<file path="src/design/lrs_pkg.sv">
// Shared constants, types and the digit function of the radix sorter.
package lrs_pkg;

   localparam int MAX_KEYS   = 16384;
   localparam int DIGIT_BITS = 8;
   localparam int PASSES     = 3;
   localparam int KEY_BITS   = 24;

   localparam int ADDR_W = $clog2(MAX_KEYS);
   localparam int CNT_W  = $clog2(MAX_KEYS + 1);
   localparam int PASS_W = (PASSES > 1) ? $clog2(PASSES) : 1;

   localparam logic [PASS_W-1:0] LAST_PASS  = PASS_W'(PASSES - 1);
   localparam logic              SORTED_SEL = 1'(PASSES % 2);
   localparam logic [CNT_W-1:0]  MAX_COUNT  = CNT_W'(MAX_KEYS);

   localparam logic REQ_LOAD = 1'b0;
   localparam logic REQ_READ = 1'b1;

   typedef logic [KEY_BITS-1:0]   key_type;
   typedef logic [DIGIT_BITS-1:0] digit_type;
   typedef logic [CNT_W-1:0]      count_type;
   typedef logic [ADDR_W-1:0]     addr_type;
   typedef logic [PASS_W-1:0]     pass_type;

   typedef struct packed {
      logic load;
      logic start;
      logic bkt_clr;
      logic bkt_inc;
      logic bkt_upd;
      logic pre_wr;
      logic sel_digit;
      logic latch_key;
      logic idx_clr;
      logic idx_inc;
      logic sum_clr;
      logic dst_wr;
      logic pass_inc;
      logic sort_done;
      logic rd_load;
   } cmd_type;

   typedef struct packed {
      logic idx_done;
      logic bkt_last;
      logic pass_last;
      logic out_free;
   } sts_type;

   function automatic digit_type digit_of(key_type key, pass_type pass);
      int      shift;
      key_type shifted;
      shift = int'(pass) * DIGIT_BITS;
      if (shift >= KEY_BITS) begin
         shifted = '0;
      end else begin
         shifted = key >> shift;
      end
      return shifted[DIGIT_BITS-1:0];
   endfunction

endpackage

</file>
<file path="src/design/lrs_controller.sv">
// Controller state machine that sequences loading, the sort passes and reads.
module lrs_controller (
   input  logic             clock,
   input  logic             reset,
   input  logic             req_valid,
   output logic             req_ready,
   input  logic             req_type,
   input  logic             req_final_key,
   input  lrs_pkg::sts_type sts,
   output lrs_pkg::cmd_type cmd
);
   import lrs_pkg::*;

   typedef enum logic [10:0] {
      S_IDLE     = 11'b000_0000_0001,
      S_CLR      = 11'b000_0000_0010,
      S_CNT_PREP = 11'b000_0000_0100,
      S_CNT_A    = 11'b000_0000_1000,
      S_CNT_B    = 11'b000_0001_0000,
      S_PRE_A    = 11'b000_0010_0000,
      S_PRE_B    = 11'b000_0100_0000,
      S_DST_PREP = 11'b000_1000_0000,
      S_DST_A    = 11'b001_0000_0000,
      S_DST_B    = 11'b010_0000_0000,
      S_RD_OUT   = 11'b100_0000_0000
   } state_type;

   state_type state_ff, state_in;

   always_comb begin
      state_in  = state_ff;
      cmd       = '0;
      req_ready = 1'b0;
      case (state_ff)
         S_IDLE: begin
            req_ready = 1'b1;
            if (req_valid) begin
               if (req_type == REQ_READ) begin
                  state_in = S_RD_OUT;
               end else begin
                  cmd.load = 1'b1;
                  if (req_final_key) begin
                     cmd.start = 1'b1;
                     state_in  = S_CLR;
                  end
               end
            end
         end
         S_CLR: begin
            cmd.bkt_clr = 1'b1;
            cmd.bkt_inc = 1'b1;
            if (sts.bkt_last) begin
               cmd.idx_clr = 1'b1;
               cmd.sum_clr = 1'b1;
               state_in    = S_CNT_PREP;
            end
         end
         S_CNT_PREP: begin
            state_in = sts.idx_done ? S_PRE_A : S_CNT_A;
         end
         S_CNT_A: begin
            cmd.sel_digit = 1'b1;
            cmd.latch_key = 1'b1;
            cmd.idx_inc   = 1'b1;
            state_in      = S_CNT_B;
         end
         S_CNT_B: begin
            cmd.bkt_upd = 1'b1;
            state_in    = sts.idx_done ? S_PRE_A : S_CNT_A;
         end
         S_PRE_A: begin
            state_in = S_PRE_B;
         end
         S_PRE_B: begin
            cmd.pre_wr  = 1'b1;
            cmd.bkt_inc = 1'b1;
            if (sts.bkt_last) begin
               cmd.idx_clr = 1'b1;
               state_in    = S_DST_PREP;
            end else begin
               state_in = S_PRE_A;
            end
         end
         S_DST_PREP: begin
            if (!sts.idx_done) begin
               state_in = S_DST_A;
            end else if (sts.pass_last) begin
               cmd.sort_done = 1'b1;
               state_in      = S_IDLE;
            end else begin
               cmd.pass_inc = 1'b1;
               state_in     = S_CLR;
            end
         end
         S_DST_A: begin
            cmd.sel_digit = 1'b1;
            cmd.latch_key = 1'b1;
            cmd.idx_inc   = 1'b1;
            state_in      = S_DST_B;
         end
         S_DST_B: begin
            cmd.bkt_upd = 1'b1;
            cmd.dst_wr  = 1'b1;
            if (!sts.idx_done) begin
               state_in = S_DST_A;
            end else if (sts.pass_last) begin
               cmd.sort_done = 1'b1;
               state_in      = S_IDLE;
            end else begin
               cmd.pass_inc = 1'b1;
               state_in     = S_CLR;
            end
         end
         S_RD_OUT: begin
            if (sts.out_free) begin
               cmd.rd_load = 1'b1;
               state_in    = S_IDLE;
            end
         end
         default: begin
            state_in = S_IDLE;
         end
      endcase
   end

   always_ff @(posedge clock) begin
      if (reset) begin
         state_ff <= S_IDLE;
      end else begin
         state_ff <= state_in;
      end
   end

endmodule
</file>
<file path="config.mk">
export PLATFORM = sky130hd
export DESIGN_NAME = lrs_controller
export DESIGN_NICKNAME = d
export VERILOG_FILES = /design/src/design/lrs_pkg.sv /design/src/design/lrs_controller.sv
export SDC_FILE = /design/constraint.sdc
export NUM_CORES = 1
export LEC_CHECK = 0
export BUFFER_PORTS_ARGS = -buffer_cell sky130_fd_sc_hd__buf_4
export CELL_PAD_IN_SITES_DETAIL_PLACEMENT = 0
export CELL_PAD_IN_SITES_GLOBAL_PLACEMENT = 1
export CORE_MARGIN = 5
export CORE_UTILIZATION = 36
export CTS_CLUSTER_SIZE = 24
export DETAILED_ROUTE_END_ITERATION = 8
export GPL_TIMING_DRIVEN = 0
export PLACE_DENSITY = 0.91
export SETUP_SLACK_MARGIN = 0.3
export SKIP_LAST_GASP = 1
export SYNTH_ARGS = -nofsm -noshare
export SYNTH_HDL_FRONTEND = slang
export SYNTH_SLANG_ARGS = --single-unit
</file>
<file path="constraint.sdc">
create_clock -name clock -period 4.35 [get_ports clock]
set_input_delay 0.6525 -clock clock [delete_from_list [all_inputs] [get_ports clock]]
set_output_delay 0.6525 -clock clock [all_outputs]
set_load 0.02 [all_outputs]
</file>
==> results of run 1 <==
-- Yosys cell counts (2+ instances only) --
library cell,count,area share
clkbuf_1,2,0.010
nand3_1,2,0.014
nor2_1,12,0.061
xnor2_1,2,0.024
nand4_1,2,0.017
or4_1,3,0.031
dfxtp_1,11,0.30
nor3_1,4,0.027
or4_4,2,0.031
buf_2,2,0.014
xor2_1,2,0.024
or3_1,2,0.017
and2_1,3,0.025
nand4b_1,2,0.024
a21oi_1,2,0.014
nor3b_1,4,0.041
buf_4,2,0.020
o21ai_0,4,0.027
inv_1,8,0.041
nand2_1,5,0.025
nor4_1,6,0.051
-- cell families (layout without fill, tap and decap cells) --
group / after synthesis / count (layout) / share of synthesized area
AO/OA/AOI/OAI: 12 / 12 / 0.107
XOR/XNOR: 4 / 4 / 0.0475
buffers and inverters: 14 / 42 / 0.0849
flip-flops: 11 / 11 / 0.299
AND/OR/NAND/NOR: 55 / 55 / 0.462
-- tightest hold or removal path, stage by stage (launching register included) --
cell     delay (ps)
dfxtp_1         370
inv_1            70
nor4_1           40
-- worst max path at each step --
stage | startpoint | cells after the start | endpoint | slack (ps)
CTS | state_ff[4] | 6 | cmd[13] | 1350
finish | state_ff[4] | 6 | cmd[13] | 1340
floorplan | state_ff[4] | 5 | cmd[13] | 1470
global placement | state_ff[4] | 6 | cmd[13] | 1690
detailed placement | state_ff[4] | 6 | cmd[13] | 1670
global route | state_ff[4] | 6 | cmd[13] | 1120
-- area by class of cell --
cell class	instances	area [um^2]	area share
clock inverter	1	5.00	0.00512
multi-input combinational	71	454	0.464
tap	27	33.8	0.0345
inverter	8	30.0	0.0307
clock buffer	3	22.5	0.0230
sequential	11	220	0.225
buffer	6	32.5	0.0332
timing repair buffer	24	180	0.184
-- through the flow --
stage | util | std cells
after floorplan | - | 96
after global routing | 0.499 | 151
after CTS | 0.499 | 151
after global placement | 0.485 | 147
after detailed placement | 0.485 | 147
final | 0.499 | 151
-- layer usage --
layer	vias up	wire length, um
met4	0	15
met3	2	120
met2	33	992
li1	405	-
met5	-	0
met1	372	863
-- power by group through the flow --
stage / clock [mW] / sequential [mW] / combinational (mW)
6_report: 0.0716 / 0.117 / 0.141
5_1_grt: 0.0768 / 0.119 / 0.156
4_1_cts: 0.0733 / 0.117 / 0.140
3_5_place_dp: 0 / 0.119 / 0.137
3_3_place_gp: 0 / 0.119 / 0.136
2_1_floorplan: 0 / 0.116 / 0.0972
==> impl_metrics.csv, run 1 <==
group,metric,value,unit
outcome,outcome,"completed",
synthesis,ys_seq_elements,11,
synthesis,netlist_instances,96,
layout,largest_reg_flops,11,
place,dpl_worst_slack,1670,ps
sta,hold_ws,521,ps
detailed_routing,firstDrtPassIters,4,
global_route,top_usage_layer,"met2",
power,seq_power_share,0.355,
sta,worst_pin_slew,495,ps
power,p_leak,0.457,nW
clock_network,cts_resized,0,
global_route,use_met2,0.242,
global_route,grt_pass1_wl,3.46,mm
power,vdd_drop_max,0.000187,V
floorplanning,die_y,55.2,um
floorplanning,dieArea,0.00305,mm^2
setup_path,crit_path_max_fanout,6,
clock_network,clkLatencyLatePin,270,ps
detailed_routing,drt_wl_total,1.99,mm
setup_path,rr_endpoint,"state_ff[1]",
layout,finalNetCount,134,
floorplanning,pin_count,25,
layout,syn_to_final_growth,32.8,%
setup_path,path_cells,"or4_4, nor4_2, nand2_1, nor3b_1, and2_1, buf_4",
detailed_routing,via_per_inst,5.38,
synthesis,synth_edf_count,0,
layout,largest-register,"state_ff",
global_route,antenna_found_initial,0,
power,totalPowerFinal,0.329,mW
place,io_buffers,24,
sta,skew,2.58,ps
sta,finalHoldViolations,0,
floorplanning,fp.coreArea,0.00196,mm^2
sta,post-route-min-period,3010,ps
min_path,hold_path.class,"register to register",
setup_path,path_buf_inv,1,
sta,fmax,332,MHz
sta,finalCritPeriodShare,0.693,
sta,rsz0062_at_grt,"no",
min_path,worstHoldEndpoint,"state_ff[6]",
clock_network,ctsLongestPathBuffers,2,
global_route,grt_usage,0.136,
floorplanning,initial_core_util,0.376,
global_route,overflow,0,
sta,layout_setup_ws,1340,ps
synthesis,synth_ff_type,"dfxtp_1",
synthesis,syn-num-nets,105,
synthesis,ys_seq_area_frac,0.299,
power,pwr-share-clk,0.218,
sta,slew_headroom,0.665,
min_path,worstHoldStart,"state_ff[5]",
synthesis,ys_types,35,
clock_network,cts_buffers,3,
place,place_area,951,um^2
global_route,grt_use_met3,0.0350,
setup_path,worst-setup-path-type,"register to output pin",
layout,top_regs,"state_ff: 11 flops",
layout,mostFrequentLayoutCell,"buf_4",
clock_network,cts_num_sinks,11,
clock_network,postCtsHoldBufs,0,
clock_network,cts.clk_slew.worst_paths,70,ps
clock_network,cts_setup_buffers,0,
setup_path,critPathLaunchType,"register",
sta,slew_viol_final,0,
power,p_sw,0.129,mW
setup_path,slowest_delay,570,ps
detailed_routing,drtIter0Drc,23,
power,swShare,0.392,
global_route,grt_max_degree,9,
synthesis,ys_async_sr_fraction,0,
detailed_routing,drtAntennaViolNets,0,
clock_network,root_buffer,"clkbuf_4",
power,p_per_area,336,mW/mm^2
min_path,hold-path-cell-count,2,
clock_network,cts_tree,"built",
synthesis,synth_area_per_cell,7.68,um^2
power,internal_power,0.200,mW
layout,fill_cells,204,
detailed_routing,drcViolationCount,0,
synthesis,yosys_warnings,0,
setup_path,r2r_start,"state_ff[1]",
layout,drive_gt1_frac,0.315,
setup_path,reg2reg_slack,1920,ps
clock_network,htreeDepth,1,
layout,insertedDiodeCount,0,
setup_path,path_delay_family,"simple AND/OR/NAND/NOR gates",
sta,setup_tns,0,ps
setup_path,arrival,2360,ps
detailed_routing,vias,812,
sta,setup_viol,0,
setup_path,crit_required,3700,ps
setup_path,endpoint_kind,"output pin",
place,dp_hpwl,1.54,mm
layout,final_cell_mix,"buf_4 (26), nor2_1 (12), dfxtp_1 (11)",
floorplanning,die_x,55.2,um
global_route,grt.met1_usage,0.163,
setup_path,cp_slowest_cell,"or4_4",
setup_path,worst-r2r-cell-count,7,
detailed_routing,wl_per_cell,13.2,um
place,place.gp.congestion,0.837,
power,power_frac_comb,0.427,
synthesis,netlist_area,737,um^2
global_route,first_global_vias,778,
run,max_cap_viol_count,0,
layout,final_area,978,um^2
floorplanning,rows,16,
No activity file was read; power rests on OpenSTA's default activity.
==> run 2, diff against run 1 <==
--- a/config.mk
+++ b/config.mk
@@ -9,11 +9,11 @@
 export CELL_PAD_IN_SITES_DETAIL_PLACEMENT = 0
 export CELL_PAD_IN_SITES_GLOBAL_PLACEMENT = 1
 export CORE_MARGIN = 5
-export CORE_UTILIZATION = 36
+export CORE_UTILIZATION = 34
 export CTS_CLUSTER_SIZE = 24
 export DETAILED_ROUTE_END_ITERATION = 8
 export GPL_TIMING_DRIVEN = 0
-export PLACE_DENSITY = 0.91
+export PLACE_DENSITY = 0.87
 export SETUP_SLACK_MARGIN = 0.3
 export SKIP_LAST_GASP = 1
 export SYNTH_ARGS = -nofsm -noshare
==> constraint.sdc (replaced) <==
create_clock -name clock -period 3.05 [get_ports clock]
set_input_delay 0.4575 -clock clock [delete_from_list [all_inputs] [get_ports clock]]
set_output_delay 0.4575 -clock clock [all_outputs]
set_load 0.02 [all_outputs]
==> impl_metrics.csv, run 2 (synthesis results as in run 1) <==
group,metric,value,unit
detailed_routing,vias,810,
clock_network,htreeDepth,1,
min_path,hold-path-cell-count,2,
sta,post-route-min-period,2680,ps
sta,worst_pin_slew,580,ps
setup_path,worst-r2r-cell-count,7,
sta,rsz0062_at_grt,"no",
sta,setup_viol,0,
global_route,grt_use_met3,0.0367,
setup_path,reg2reg_slack,570,ps
power,p_leak,0.478,nW
clock_network,cts_tree,"built",
global_route,grt.met1_usage,0.185,
global_route,grt_max_degree,9,
sta,layout_setup_ws,374,ps
global_route,first_global_vias,702,
floorplanning,die_x,56.6,um
min_path,worstHoldEndpoint,"state_ff[8]",
layout,final_cell_mix,"buf_4 (29), nor2_1 (11), dfxtp_1 (11)",
power,vdd_drop_max,0.000301,V
clock_network,ctsLongestPathBuffers,2,
place,dp_hpwl,1.56,mm
floorplanning,pin_count,25,
global_route,grt_pass1_wl,3.42,mm
place,io_buffers,24,
setup_path,crit_path_max_fanout,6,
power,p_per_area,478,mW/mm^2
clock_network,cts_num_sinks,11,
setup_path,slowest_delay,590,ps
layout,largest_reg_flops,11,
setup_path,critPathLaunchType,"register",
layout,syn_to_final_growth,38.9,%
layout,finalNetCount,137,
clock_network,cts.clk_slew.worst_paths,70,ps
outcome,outcome,"completed",
min_path,hold_path.class,"primary input to register",
floorplanning,rows,16,
clock_network,postCtsHoldBufs,0,
sta,slew_headroom,0.608,
clock_network,clkLatencyLatePin,280,ps
sta,finalHoldViolations,0,
layout,largest-register,"state_ff",
detailed_routing,wl_per_cell,14.1,um
run,max_cap_viol_count,0,
global_route,use_met2,0.188,
floorplanning,initial_core_util,0.364,
layout,top_regs,"state_ff: 11 flops",
place,dpl_worst_slack,561,ps
floorplanning,fp.coreArea,0.00202,mm^2
setup_path,worst-setup-path-type,"register to output pin",
global_route,grt_usage,0.138,
setup_path,arrival,2220,ps
global_route,top_usage_layer,"met2",
min_path,worstHoldStart,"sts[3]",
floorplanning,dieArea,0.00320,mm^2
detailed_routing,drtIter0Drc,13,
setup_path,rr_endpoint,"state_ff[0]",
setup_path,endpoint_kind,"output pin",
setup_path,path_cells,"or4_4, nor4_4, nand2_2, nor3b_2, and2_1, buf_4",
layout,insertedDiodeCount,0,
detailed_routing,drt_wl_total,2.17,mm
setup_path,cp_slowest_cell,"or4_4",
sta,fmax,374,MHz
floorplanning,die_y,56.6,um
place,place.gp.congestion,0.836,
setup_path,crit_required,2590,ps
detailed_routing,drcViolationCount,0,
sta,setup_tns,0,ps
sta,slew_viol_final,0,
global_route,overflow,0,
clock_network,cts_buffers,3,
sta,hold_ws,381,ps
layout,drive_gt1_frac,0.354,
global_route,antenna_found_initial,0,
clock_network,root_buffer,"clkbuf_4",
detailed_routing,firstDrtPassIters,4,
sta,skew,5.49,ps
sta,finalCritPeriodShare,0.877,
layout,fin_util,0.506,
detailed_routing,drtAntennaViolNets,0,
setup_path,r2r_start,"state_ff[4]",
layout,mostFrequentLayoutCell,"buf_4",
detailed_routing,via_per_inst,5.26,
## run 2: cell types whose count changed in the layout (fill, tap and decap cells not counted), sizes merged
cell / before / now
clkinv: 1 / 0
clkbuf: 5 / 6
buf: 28 / 31
## run 2: report_power, final
part / internal, mW / switching, mW
registers: 0.154 / 0.0156
logic: 0.0957 / 0.122
clock network: 0.0507 / 0.0524
## run 2: worst max path at each step
stage / startpoint / to / slack (ps) / cells after the start
4_1_cts: state_ff[4] / cmd[13] / 350 / 6
6_report: state_ff[4] / cmd[13] / 370 / 6
5_1_grt: state_ff[4] / cmd[13] / 280 / 6
2_1_floorplan: state_ff[4] / cmd[13] / 360 / 5
3_5_place_dp: state_ff[4] / cmd[13] / 560 / 6
3_3_place_gp: state_ff[4] / cmd[13] / 590 / 6
## run 2: worst max-delay path, delay by kind of cell, from the launching register on
kind,cells,cell delay (ps)
simple gates,5,1450
flops,1,370
buf+inv,1,140
## run 2: what timing repair did
item / CTS / global route
cloned: 0 / 0
pin swaps: 0 / 3
setup endpoints to repair: 1 / 2
setup buffers: 0 / 3
resized for setup: 1 / 4
## run 2: area by class of cell
| type | count | area, um^2 |
|---|---|---|
| inverter | 8 | 30.0 |
| sequential | 11 | 220 |
| fill | 205 | 998 |
| clock buffer | 4 | 26.3 |
| tap | 27 | 33.8 |
| timing repair buffer | 27 | 203 |
| multi-input combinational | 71 | 478 |
| buffer | 6 | 32.5 |
## run 2: per-stage QoR
step,instances,total power [mW],area [um^2]
finish,154,0.490,1020
global route,154,0.525,1020
CTS,151,0.469,986
detailed placement,147,0.363,951
global placement,147,0.362,951
floorplan,96,0.304,737
## run 2: metal layers
metal | vias to the layer above | routed length (um)
li1 | 409 | -
met1 | 361 | 1010
met2 | 33 | 942
met3 | 7 | 144
met4 | 0 | 72
met5 | - | 0
